$ cat config.mk
export PLATFORM = sky130hd
export DESIGN_NAME = integer_to_decimal_ascii
export DESIGN_NICKNAME = d
export VERILOG_FILES = /design/src/rtl/itda_pkg.sv /design/src/rtl/itda_front.sv /design/src/rtl/itda_queue.sv /design/src/rtl/itda_back.sv /design/src/rtl/integer_to_decimal_ascii.sv
export SDC_FILE = /design/constraint.sdc
export NUM_CORES = 1
export LEC_CHECK = 0
export ABC_AREA = 0
export BUFFER_PORTS_ARGS = -buffer_cell sky130_fd_sc_hd__buf_2
export CORE_MARGIN = 3
export CORE_UTILIZATION = 45
export CTS_CLUSTER_DIAMETER = 40
export DETAILED_ROUTE_END_ITERATION = 10
export RECOVER_POWER = 50
export SLEW_MARGIN = 20
export SYNTH_ARGS = -nofsm -noshare
export SYNTH_HDL_FRONTEND = slang
export SYNTH_SLANG_ARGS = --single-unit
$ cat constraint.sdc
create_clock -name clk -period 4.88 [get_ports clk]
set_input_delay 0.976 -clock clk [delete_from_list [all_inputs] [get_ports clk]]
set_output_delay 0.976 -clock clk [all_outputs]
set_load 0.01 [all_outputs]
$ cat src/rtl/itda_pkg.sv
`default_nettype none

package itda_pkg;

	// fixed width of the value field on the input channel
	localparam int FIELD_BITS = 64;

	// default conversion width
	localparam int VALUE_BITS_DEF = 64;

	// entries in the queue between front and back
	localparam int QUEUE_DEPTH = 2;

	localparam logic [7:0] ASCII_ZERO  = 8'd48;
	localparam logic [7:0] ASCII_MINUS = 8'd45;

	// decimal digits needed for a bits-wide unsigned value: floor(bits*log10(2)) + 1
	function automatic int num_digits(input int bits);
		return (bits * 30103) / 100000 + 1;
	endfunction

endpackage

`default_nettype wire

$ cat src/rtl/itda_front.sv
`default_nettype none

module itda_front #(
	parameter int VALUE_BITS = itda_pkg::VALUE_BITS_DEF
) (
	input  wire logic                            item_valid,
	output logic                                 item_ready,
	input  wire logic [itda_pkg::FIELD_BITS-1:0] value_bits,
	input  wire logic                            is_signed,
	input  wire logic                            full,
	output logic                                 push,
	output logic      [VALUE_BITS:0]             push_data
);
	import itda_pkg::*;

	logic [VALUE_BITS-1:0] raw;
	logic                  neg;
	logic [VALUE_BITS-1:0] mag;

	// bits above the width are dropped
	assign raw = value_bits[VALUE_BITS-1:0];
	assign neg = is_signed & raw[VALUE_BITS-1];
	// the most negative value negates to itself, which read unsigned is its magnitude
	assign mag = neg ? (~raw + {{(VALUE_BITS-1){1'b0}}, 1'b1}) : raw;

	assign item_ready = ~full;
	assign push       = item_valid & ~full;
	assign push_data  = {neg, mag};

endmodule

`default_nettype wire

$ cat src/rtl/itda_queue.sv
`default_nettype none

module itda_queue #(
	parameter int WIDTH = itda_pkg::VALUE_BITS_DEF + 1,
	parameter int DEPTH = itda_pkg::QUEUE_DEPTH
) (
	input  wire logic             clk,
	input  wire logic             arst_n,
	input  wire logic             push,
	input  wire logic [WIDTH-1:0] push_data,
	output logic                  full,
	output logic                  pop_valid,
	input  wire logic             pop,
	output logic      [WIDTH-1:0] pop_data
);
	import itda_pkg::*;

	localparam int PW = (DEPTH > 1) ? $clog2(DEPTH) : 1;
	localparam int CW = $clog2(DEPTH + 1);

	logic [WIDTH-1:0] mem_q [DEPTH];
	logic [PW-1:0]    wr_ptr_q;
	logic [PW-1:0]    rd_ptr_q;
	logic [CW-1:0]    count_q;
	logic             do_pop;

	assign full      = (count_q == CW'(DEPTH));
	assign pop_valid = (count_q != '0);
	assign do_pop    = pop & pop_valid;
	assign pop_data  = mem_q[rd_ptr_q];

	always_ff @(posedge clk) begin
		if (push) begin
			mem_q[wr_ptr_q] <= push_data;
		end
	end

	always_ff @(posedge clk or negedge arst_n) begin
		if (!arst_n) begin
			wr_ptr_q <= '0;
			rd_ptr_q <= '0;
			count_q  <= '0;
		end else begin
			if (push) begin
				wr_ptr_q <= (wr_ptr_q == PW'(DEPTH - 1)) ? '0 : wr_ptr_q + 1'b1;
			end
			if (do_pop) begin
				rd_ptr_q <= (rd_ptr_q == PW'(DEPTH - 1)) ? '0 : rd_ptr_q + 1'b1;
			end
			if (push && !do_pop) begin
				count_q <= count_q + 1'b1;
			end else if (!push && do_pop) begin
				count_q <= count_q - 1'b1;
			end
		end
	end

	a_no_overflow: assert property (@(posedge clk) disable iff (!arst_n)
		push |-> (!full || do_pop))
		else $error("queue written while full");

endmodule

`default_nettype wire

$ cat src/rtl/itda_back.sv
`default_nettype none

module itda_back #(
	parameter int VALUE_BITS = itda_pkg::VALUE_BITS_DEF
) (
	input  wire logic                  clk,
	input  wire logic                  arst_n,
	input  wire logic                  pop_valid,
	input  wire logic [VALUE_BITS:0]   pop_data,
	output logic                       pop,
	output logic                       char_valid,
	input  wire logic                  char_ready,
	output logic      [7:0]            ascii_char,
	output logic                       last_char
);
	import itda_pkg::*;

	localparam int ND = num_digits(VALUE_BITS);
	localparam int BW = 4 * ND;
	localparam int CW = $clog2(VALUE_BITS + 1);
	localparam int RW = $clog2(ND + 1);

	typedef enum logic [1:0] {
		ST_IDLE,
		ST_CONV,
		ST_SIGN,
		ST_EMIT
	} state_t;

	state_t                state_q;
	logic                  neg_q;
	logic [VALUE_BITS-1:0] bin_q;
	logic [BW-1:0]         bcd_q;
	logic [CW-1:0]         bit_cnt_q;
	logic [RW-1:0]         rem_q;
	logic                  started_q;
	logic                  out_valid_q;
	logic [7:0]            char_q;
	logic                  last_q;

	logic [BW-1:0] bcd_adj;
	logic [3:0]    top_digit;
	logic          slot_free;
	logic          skip_zero;
	logic          load_char;

	// add 3 to every digit of 5 or more before the shift
	always_comb begin
		bcd_adj = bcd_q;
		for (int i = 0; i < ND; i++) begin
			if (bcd_q[4*i +: 4] >= 4'd5) begin
				bcd_adj[4*i +: 4] = bcd_q[4*i +: 4] + 4'd3;
			end
		end
	end

	assign top_digit  = bcd_q[BW-1 -: 4];
	assign slot_free  = ~out_valid_q | char_ready;
	assign skip_zero  = ~started_q & (top_digit == 4'd0) & (rem_q != RW'(1));
	// a new character goes into the output register this cycle
	assign load_char  = slot_free & ((state_q == ST_SIGN)
		| ((state_q == ST_EMIT) & ~skip_zero));
	assign pop        = (state_q == ST_IDLE);
	assign char_valid = out_valid_q;
	assign ascii_char = char_q;
	assign last_char  = last_q;

	always_ff @(posedge clk or negedge arst_n) begin
		if (!arst_n) begin
			state_q     <= ST_IDLE;
			neg_q       <= 1'b0;
			bin_q       <= '0;
			bcd_q       <= '0;
			bit_cnt_q   <= '0;
			rem_q       <= '0;
			started_q   <= 1'b0;
			out_valid_q <= 1'b0;
			char_q      <= '0;
			last_q      <= 1'b0;
		end else begin
			if (load_char) begin
				out_valid_q <= 1'b1;
			end else if (char_ready) begin
				out_valid_q <= 1'b0;
			end
			case (state_q)
				ST_IDLE: begin
					if (pop_valid) begin
						neg_q     <= pop_data[VALUE_BITS];
						bin_q     <= pop_data[VALUE_BITS-1:0];
						bcd_q     <= '0;
						bit_cnt_q <= CW'(VALUE_BITS);
						state_q   <= ST_CONV;
					end
				end
				ST_CONV: begin
					bcd_q     <= {bcd_adj[BW-2:0], bin_q[VALUE_BITS-1]};
					bin_q     <= {bin_q[VALUE_BITS-2:0], 1'b0};
					bit_cnt_q <= bit_cnt_q - 1'b1;
					if (bit_cnt_q == CW'(1)) begin
						rem_q     <= RW'(ND);
						started_q <= 1'b0;
						state_q   <= neg_q ? ST_SIGN : ST_EMIT;
					end
				end
				ST_SIGN: begin
					if (slot_free) begin
						char_q  <= ASCII_MINUS;
						last_q  <= 1'b0;
						state_q <= ST_EMIT;
					end
				end
				ST_EMIT: begin
					if (skip_zero) begin
						bcd_q <= {bcd_q[BW-5:0], 4'd0};
						rem_q <= rem_q - 1'b1;
					end else if (slot_free) begin
						char_q    <= ASCII_ZERO + {4'd0, top_digit};
						last_q    <= (rem_q == RW'(1));
						started_q <= 1'b1;
						bcd_q     <= {bcd_q[BW-5:0], 4'd0};
						rem_q     <= rem_q - 1'b1;
						if (rem_q == RW'(1)) begin
							state_q <= ST_IDLE;
						end
					end
				end
				default: begin
					state_q <= ST_IDLE;
				end
			endcase
		end
	end

	a_char_legal: assert property (@(posedge clk) disable iff (!arst_n)
		out_valid_q |-> (char_q == ASCII_MINUS
			|| (char_q >= ASCII_ZERO && char_q <= ASCII_ZERO + 8'd9)))
		else $error("character is neither a digit nor a minus");

	a_minus_not_last: assert property (@(posedge clk) disable iff (!arst_n)
		(out_valid_q && char_q == ASCII_MINUS) |-> !last_q)
		else $error("minus sign marked as last character");

	a_conv_count: assert property (@(posedge clk) disable iff (!arst_n)
		(state_q == ST_CONV) |-> (bit_cnt_q != '0))
		else $error("conversion running with empty bit count");

endmodule

`default_nettype wire

$ cat src/rtl/integer_to_decimal_ascii.sv
`default_nettype none

// Binary integer to decimal ASCII. Each input word carries a value and a
// signed flag; only the low VALUE_BITS bits of the value are used. The block
// emits the decimal text one character per output word, most significant
// digit first, leading zeros suppressed, a lone '0' for zero and a leading
// '-' for a negative signed value (the most negative value prints its full
// magnitude). last_char marks the final character. Steps per number: it is
// taken from the queue, converted by shift-and-add-3 over all VALUE_BITS
// bits, given a minus sign when present, then each decimal digit position
// (num_digits(VALUE_BITS), 20 at 64 bits) is stepped through whether the
// digit is a suppressed leading zero or is emitted; an output stall holds
// the sign and the emitted digits. A two-word queue sits behind the input,
// so up to two numbers are taken while the converter is busy.

module integer_to_decimal_ascii #(
	parameter int VALUE_BITS = itda_pkg::VALUE_BITS_DEF
) (
	input  wire logic                            clk,
	input  wire logic                            arst_n,
	input  wire logic                            item_valid,
	output logic                                 item_ready,
	input  wire logic [itda_pkg::FIELD_BITS-1:0] value_bits,
	input  wire logic                            is_signed,
	output logic                                 char_valid,
	input  wire logic                            char_ready,
	output logic      [7:0]                      ascii_char,
	output logic                                 last_char
);
	import itda_pkg::*;

	// queue word: sign flag over magnitude
	logic                  push;
	logic [VALUE_BITS:0]   push_data;
	logic                  full;
	logic                  pop_valid;
	logic                  pop;
	logic [VALUE_BITS:0]   pop_data;

	// front: masks to width, picks sign, takes the magnitude
	itda_front #(
		.VALUE_BITS (VALUE_BITS)
	) u_front (
		.item_valid (item_valid),
		.item_ready (item_ready),
		.value_bits (value_bits),
		.is_signed  (is_signed),
		.full       (full),
		.push       (push),
		.push_data  (push_data)
	);

	itda_queue #(
		.WIDTH (VALUE_BITS + 1),
		.DEPTH (QUEUE_DEPTH)
	) u_queue (
		.clk       (clk),
		.arst_n    (arst_n),
		.push      (push),
		.push_data (push_data),
		.full      (full),
		.pop_valid (pop_valid),
		.pop       (pop),
		.pop_data  (pop_data)
	);

	// back: bit-serial BCD conversion, then character output register
	itda_back #(
		.VALUE_BITS (VALUE_BITS)
	) u_back (
		.clk        (clk),
		.arst_n     (arst_n),
		.pop_valid  (pop_valid),
		.pop_data   (pop_data),
		.pop        (pop),
		.char_valid (char_valid),
		.char_ready (char_ready),
		.ascii_char (ascii_char),
		.last_char  (last_char)
	);

endmodule

`default_nettype wire
* After elaboration in Yosys (flattened, before gate mapping)
Memories as Yosys holds them, arrays and structs flattened.
Index checks and enable logic that the tools add are counted.
** Word-level totals
- Output and inout bits :: 11
- Register bits after elaboration :: 174
- Input port bits :: 69
- Memories :: 1
- Latch bits :: 0
- Bits in writable memories :: 130
- Bits in read-only memories :: 0
** Operators by class
- Div/mod/pow operators :: 0
- Shift-type cells :: 0
- $add $sub $neg :: 28
- Bitwise gates (word level) :: 14
- $lt $le $gt $ge :: 20
- Reductions and logical operators :: 20
- Mux-type cells :: 61
- Multiply operators :: 0
- Eq/ne operators :: 14
** Memories
- u_queue.mem_q :: depth 2, bits a word 65, read ports 1, clocked after memory_dff 0, wr ports 1, RTL line itda_queue.sv:21 : logic [WIDTH-1:0] mem_q [DEPTH];
** Operators by type and width (count)
- 80-bit 2-to-1 mux :: 3
- 80-bit one-hot mux with 3 select lines :: 1
- 64-bit 2-to-1 mux :: 2
- 64-bit one-hot mux with 2 select lines :: 1
- 4-bit by 3-bit >= comparator with 1-bit output, second input constant :: 20
- 4-bit by 2-bit adder with 4-bit output, second input constant :: 19
- 4-bit 2-to-1 mux :: 19
- 64-bit by 1-bit adder with 64-bit output, second input constant :: 1
- 64-bit NOT :: 1
- 8-bit 2-to-1 mux :: 3
- 2-bit 2-to-1 mux :: 8
- 8-bit one-hot mux with 2 select lines :: 1
- 5-bit 2-to-1 mux :: 3
- 7-bit one-hot mux with 2 select lines :: 1
- 1-bit 2-to-1 mux :: 13
- 2-bit nonzero test :: 6
- 5-bit one-hot mux with 2 select lines :: 1
- 2-bit by 1-bit inequality test with 1-bit output, second input constant :: 4
- 2-bit one-hot mux with 4 select lines :: 1
- 4-bit AND reduction :: 2
- 6-bit by 4-bit adder with 7-bit output, first input constant :: 1
- 1-bit AND :: 7
- 7-bit by 1-bit equality test with 1-bit output, second input constant :: 1
- 7-bit 2-to-1 mux :: 1
- other kinds (24) :: 37

* Logic depth before layout (Yosys ltp)
- Word-level depth :: 8
- Depth in mapped cells :: 11

* Modules after synthesis
Synthesis repeated with hierarchy kept, for this count alone.
** Unflattened totals
- Cell total of the unflattened synthesis :: 1487
- Area, all modules :: 16080.4 um^2
** By module, submodules not included
- itda_back :: cells an instance 1034, instances 1, area each 9506.6 um^2, sequential area each 4204.0 um^2
- itda_queue :: cells an instance 218, instances 1, area each 5041.1 um^2, sequential area each 4003.8 um^2
- itda_front :: cells an instance 235, instances 1, area each 1532.7 um^2, sequential area each 0.0 um^2

* Worst setup path before layout
No wires, ideal clock.
- Path kind :: input port to flip-flop
- Start :: in item_valid
- End :: mem u_queue.mem_q[0][0] (netlist name) (enable)
- Arrival :: 3.785 ns
- Path buffers :: 0
- Slack :: 0.607 ns
- Stages :: 2
- Data required time :: 4.392 ns
- Setup time :: 0.488 ns
- Cell sequence :: nand2_1 nor2_1
** Between the ends
- Cells in the longest elaborated chain, start to end :: 3
** Ends and longest elaborated chain
- start, declared :: RTL line integer_to_decimal_ascii.sv:21 : input wire logic item_valid,
- 1-bit AND :: RTL line itda_front.sv:27 : assign push = item_valid & ~full;
- 1-bit 2-to-1 mux :: RTL line itda_queue.sv:33 : if (push) begin
- 1-bit 2-to-1 mux (implied by the code) :: RTL line itda_queue.sv:34 : mem_q[wr_ptr_q] <= push_data;
- end, declared :: RTL line itda_queue.sv:21
No other way between the ends.

* Final worst setup path
- Start :: reg u_queue.rd_ptr_q
- End :: reg u_back.bin_q[11]
** Between the ends
- Cells in the longest elaborated chain, start to end :: 3
** Ends and longest elaborated chain
- start, declared :: RTL line itda_queue.sv:23 : logic [PW-1:0] rd_ptr_q;
- start signal, assigned :: RTL line itda_queue.sv:48 : rd_ptr_q <= (rd_ptr_q == PW'(DEPTH - 1)) ? '0 : rd_ptr_q + 1'b1;
- memory read 2 x 65 bit
- 64-bit 2-to-1 mux :: RTL line itda_back.sv:88 : if (pop_valid) begin
- 64-bit one-hot mux with 2 select lines :: RTL line itda_back.sv:86 : case (state_q)
- end signal, assigned :: RTL line itda_back.sv:90 : bin_q <= pop_data[VALUE_BITS-1:0];
- end signal, assigned :: RTL line itda_back.sv:98 : bin_q <= {bin_q[VALUE_BITS-2:0], 1'b0};
- end, declared :: RTL line itda_back.sv:32 : logic [VALUE_BITS-1:0] bin_q;
No other way between the ends. The select of a mux whose other input is x is not followed.
A chain may end at the register's enable or synchronous reset.

==> reports/metrics.sh <==
STATUS='finished with violations'
VIOLATED_CHECKS='max-capacitance violations, max-slew violations'
INSERTION_DELAY_NS=0.56
SKEW_NS=0.0162
WORST_HOLD_MARGIN_NS=0.471
YOSYSMOSTFREQUENTCELL='sky130_fd_sc_hd__dfrtp_1'
GLOBAL_ROUTE.OVERFLOW_TOTAL=0
POWER.SHARE.SWITCHING_PCT=38.0
CRITPATHMAXSTAGEDELAY_NS=2.20
CTS_HTREE_LEVELS=2
LAYOUT_MIN_CYCLE_TIME_NS=3.54
POST-SYNTH-TOP-AREA-CELL='sky130_fd_sc_hd__dfrtp_1'
SYNTH.CELLS.MOST_FREQUENT='172 x sky130_fd_sc_hd__dfrtp_1, 163 x sky130_fd_sc_hd__nor2_1, 136 x sky130_fd_sc_hd__o21ai_0'
TIMING.SETUP.TNS_NS=0
TIMING.FINAL.SETUP_VIOLATIONS=0
CRIT_SLOWEST_CELL='sky130_fd_sc_hd__dfrtp_1'
SYNTH.LIB_CELLS_USED.DISTINCT=67
WORSTPATHREQUIRED_NS=5.28
LAYOUT-AREA-OVERHEAD-VS-SYNTH_PCT=15.6
DOMINANTREGCELLSYNTH='sky130_fd_sc_hd__dfrtp_1'
ARRIVAL_NS=3.94
NUMBER_OF_WARNINGS_PRINTED_DURING_YOSYS_SYNTHESIS=0
DRC=0
GLOBAL_ROUTE_WIRE_LENGTH_BEFORE_REPAIR_UM=55200
PLACEMENTROWS=67
CTS_TREE='built'
SYNTH.TOP_CELL.AREA_SHARE_PCT=27.5
FIRSTDRTPASSITERS=5
DRT_ITER0_DRC=520
GRT_USE_TOTAL_PCT=18.1
SYN-MEAN-INSTANCE-AREA_SQ_UM=10.3
FMAX_GHz=0.283
INTPOWER_W=0.00792
DIE_HEIGHT_UM=193
VIA_COUNT=11239
GLOBALPLACE.CONGESTION=0.776
CTS_BUF_COUNT=47
TIMING_MAX_TRANSITION_VIOLATIONS_FINAL=363
DESIGN.CORE.AREA_SQ_MM=0.0340
GRT_MAX_DEGREE=118
TOTALWIRELENGTH_UM=32500
HOLD_VIO_CNT_FINAL=0
CRIT_FANOUT=50
START_KIND='flip-flop'
SYNTH_ENABLE_FLOP_CELLS=130
TIMING.FINAL.CRIT_SHARE_PCT=72.5
ENDPOINT_KIND_OF_THE_WORST_SETUP_TIMING_PATH='flip-flop'
CLK_ROOT_BUFFER_CELL='sky130_fd_sc_hd__clkbuf_16'
NETLIST_INSTANCES=1524
GRT_PASS1_VIAS=11219
SYNTH.CELL_AREA_SQ_MM=0.0157
DRT-WIRELENGTH-PER-CELL_UM=15.7
SYNTH_SEQUENTIAL_AREA_RATIO_PCT=52.4
FF2FF_SETUP_SLACK_NS=1.34
TIGHTEST_SLEW_NS=2.75
RESIZE_COUNT_POST_CTS=0
SWITCHING_POWER_W=0.00486
IOS=80
STDCELL_COUNT=2070
COMBPWRFRAC_PCT=38.0
HOLD_BUFFERS=0
CP_CELL_SEQUENCE='buf_4 > mux2i_1 > nor2_1 > a21oi_1 > o21ai_0'
GRT_ANTENNA_BEFORE_REPAIR=1
ROUTED_VIA_DENSITY=5.43
DIE-WIDTH_UM=193
FINAL_ANTENNA_NET_COUNT=0
CLOCKPOWERSHARE_PCT=27.9
SHARE_OF_CELLS_ABOVE_DRIVE_STRENGTH_1_PCT=11.3
POWER.LEAKAGE_nW=7.53
POST_SYNTH_ARST_SHARE_PCT=57.0
RSZ0062_AT_GRT='no'
PLACE_HPWL_UM=20100
INITIAL_CORE_UTIL_PCT=46.1
ANTENNADIODECOUNT=0
FINAL_CORE_UTILIZATION_PCT=53.3
WORSTSETUPPATHTYPE='flip-flop to flip-flop'
DIE-AREA_SQ_MM=0.0371
CAP_VIOLATIONS=6
PWR-SHARE-SEQ_PCT=34.1
SYNTHTOPCELLSBYAREA='sky130_fd_sc_hd__dfrtp_1 27%, sky130_fd_sc_hd__edfxtp_1 25%, sky130_fd_sc_hd__mux2i_1 5.4%, sky130_fd_sc_hd__o21ai_0 4.3%, sky130_fd_sc_hd__a21oi_1 4.2%'
RELSLEWSLACK_PCT=-83.6
NUMCLOCKSINKS=302
DP_CELLS=1981
SYNTH-SEQ-CELLS=302
PORT_BUFFERS=77
PEAK_IR_DROP_ON_THE_VDD_NETWORK_V=0.000418
FINAL_NETS=1703
P_PER_AREA_mW_PER_MM2=706
CTS_POST_SETUP_BUFFERS_INSERTED=0
HOLD_PATH_CLASS='flip-flop to flip-flop'
CTS_BUFFER_DEPTH=3
CLK_TRANSITION_REPORTED_PATHS_NS=0.06
metrics by stage:
step           setup slack (ns)  power (W)  instance area (sq um)
2_1_floorplan             0.607    0.00810                  15700
3_3_place_gp               1.19    0.00910                  16400
3_5_place_dp               1.15    0.00925                  16400
4_1_cts                    1.63     0.0129                  18100
5_1_grt                   0.839     0.0139                  18100
6_report                   1.34     0.0128                  18100
cells in the final DEF, fill, tap and decap left out, types with 22 or more instances in the layout:
master / instances
sky130_fd_sc_hd__nand3_1: 26
sky130_fd_sc_hd__nand2_1: 122
sky130_fd_sc_hd__a31oi_1: 22
sky130_fd_sc_hd__a21oi_1: 132
sky130_fd_sc_hd__nor2_1: 162
sky130_fd_sc_hd__buf_2: 66
sky130_fd_sc_hd__nand2b_1: 45
sky130_fd_sc_hd__a221oi_1: 39
sky130_fd_sc_hd__clkbuf_16: 48
sky130_fd_sc_hd__dfrtp_1: 172
sky130_fd_sc_hd__mux2i_1: 84
sky130_fd_sc_hd__edfxtp_1: 130
sky130_fd_sc_hd__o21ai_0: 137
sky130_fd_sc_hd__ha_1: 49
sky130_fd_sc_hd__xnor2_1: 42
sky130_fd_sc_hd__inv_1: 64
sky130_fd_sc_hd__xor2_1: 52
kinds of logic (layout without fill, tap and decap cells):
group / count (synthesis) / count (layout) / share of synthesized area (%)
AO/OA/AOI/OAI: 412 / 412 / 16.0
XOR/XNOR: 94 / 94 / 5.26
adder cells (fa/ha/maj): 51 / 51 / 4.08
buffers and inverters: 149 / 246 / 3.84
flip-flops: 302 / 302 / 52.4
multiplexers: 85 / 85 / 5.44
other: 1 / 2 / 0.0240
AND/OR/NAND/NOR: 430 / 430 / 12.9
state kept, by name, indices dropped and copies added (netlist names):
name	flops
u_queue.mem_q	130
u_back.neg_q	1
u_back.char_valid	1
u_queue.count_q	2
u_back.last_char	1
u_back.bit_cnt_q	7
u_back.bin_q	64
u_back.state_q	2
u_queue.wr_ptr_q	1
u_back.bcd_q	80
u_queue.rd_ptr_q	1
u_back.ascii_char	6
u_back.rem_q	5
u_back.started_q	1
area by class of cell:
type	instances	area, sq um
clock buffer	60	1290
timing repair buffer	93	487
sequential	302	8210
fill	3048	15900
tap	448	561
multi-input combinational	1074	6900
clock inverter	28	409
inverter	65	244
power by group through the flow:
stage          registers, W  clock network (W)  logic (W)
2_1_floorplan       0.00413                  0    0.00397
3_3_place_gp        0.00437                  0    0.00474
3_5_place_dp        0.00439                  0    0.00486
4_1_cts             0.00436            0.00366    0.00487
5_1_grt             0.00448            0.00377    0.00560
6_report            0.00436            0.00357    0.00485
critical path: cells and delay by family, from the launching register on:
| family | cells | cell delay, ns |
|---|---|---|
| flops | 1 | 2.20 |
| buf+inv | 1 | 0.59 |
| mux | 1 | 0.24 |
| compound gates | 2 | 0.24 |
| simple gates | 1 | 0.07 |
path summary, 6_finish.rpt:
path                                      startpoint                    to  cells after the start
max in group asynchronous                     arst_n      u_back.bin_q[58]                      2
min in group asynchronous                     arst_n      u_back.bcd_q[72]                      1
worst min-delay path            u_back.ascii_char[5]  u_back.ascii_char[5]                      1
worst max register to register      u_queue.rd_ptr_q      u_back.bin_q[11]                      5
worst max-delay path                u_queue.rd_ptr_q      u_back.bin_q[11]                      5
worst min register to register  u_back.ascii_char[5]  u_back.ascii_char[5]                      1
layer usage:
| layer | vias to the layer above | GRT usage (%) | routed length [um] |
|---|---|---|---|
| li1 | 5641 | - | - |
| met1 | 5339 | 24.5 | 15400 |
| met3 | 55 | 3.34 | 1450 |
| met4 | 2 | 6.44 | 763 |
| met5 | - | 0 | 9 |
| met2 | 202 | 29.4 | 15000 |
Power figures use the tool's default switching activity.
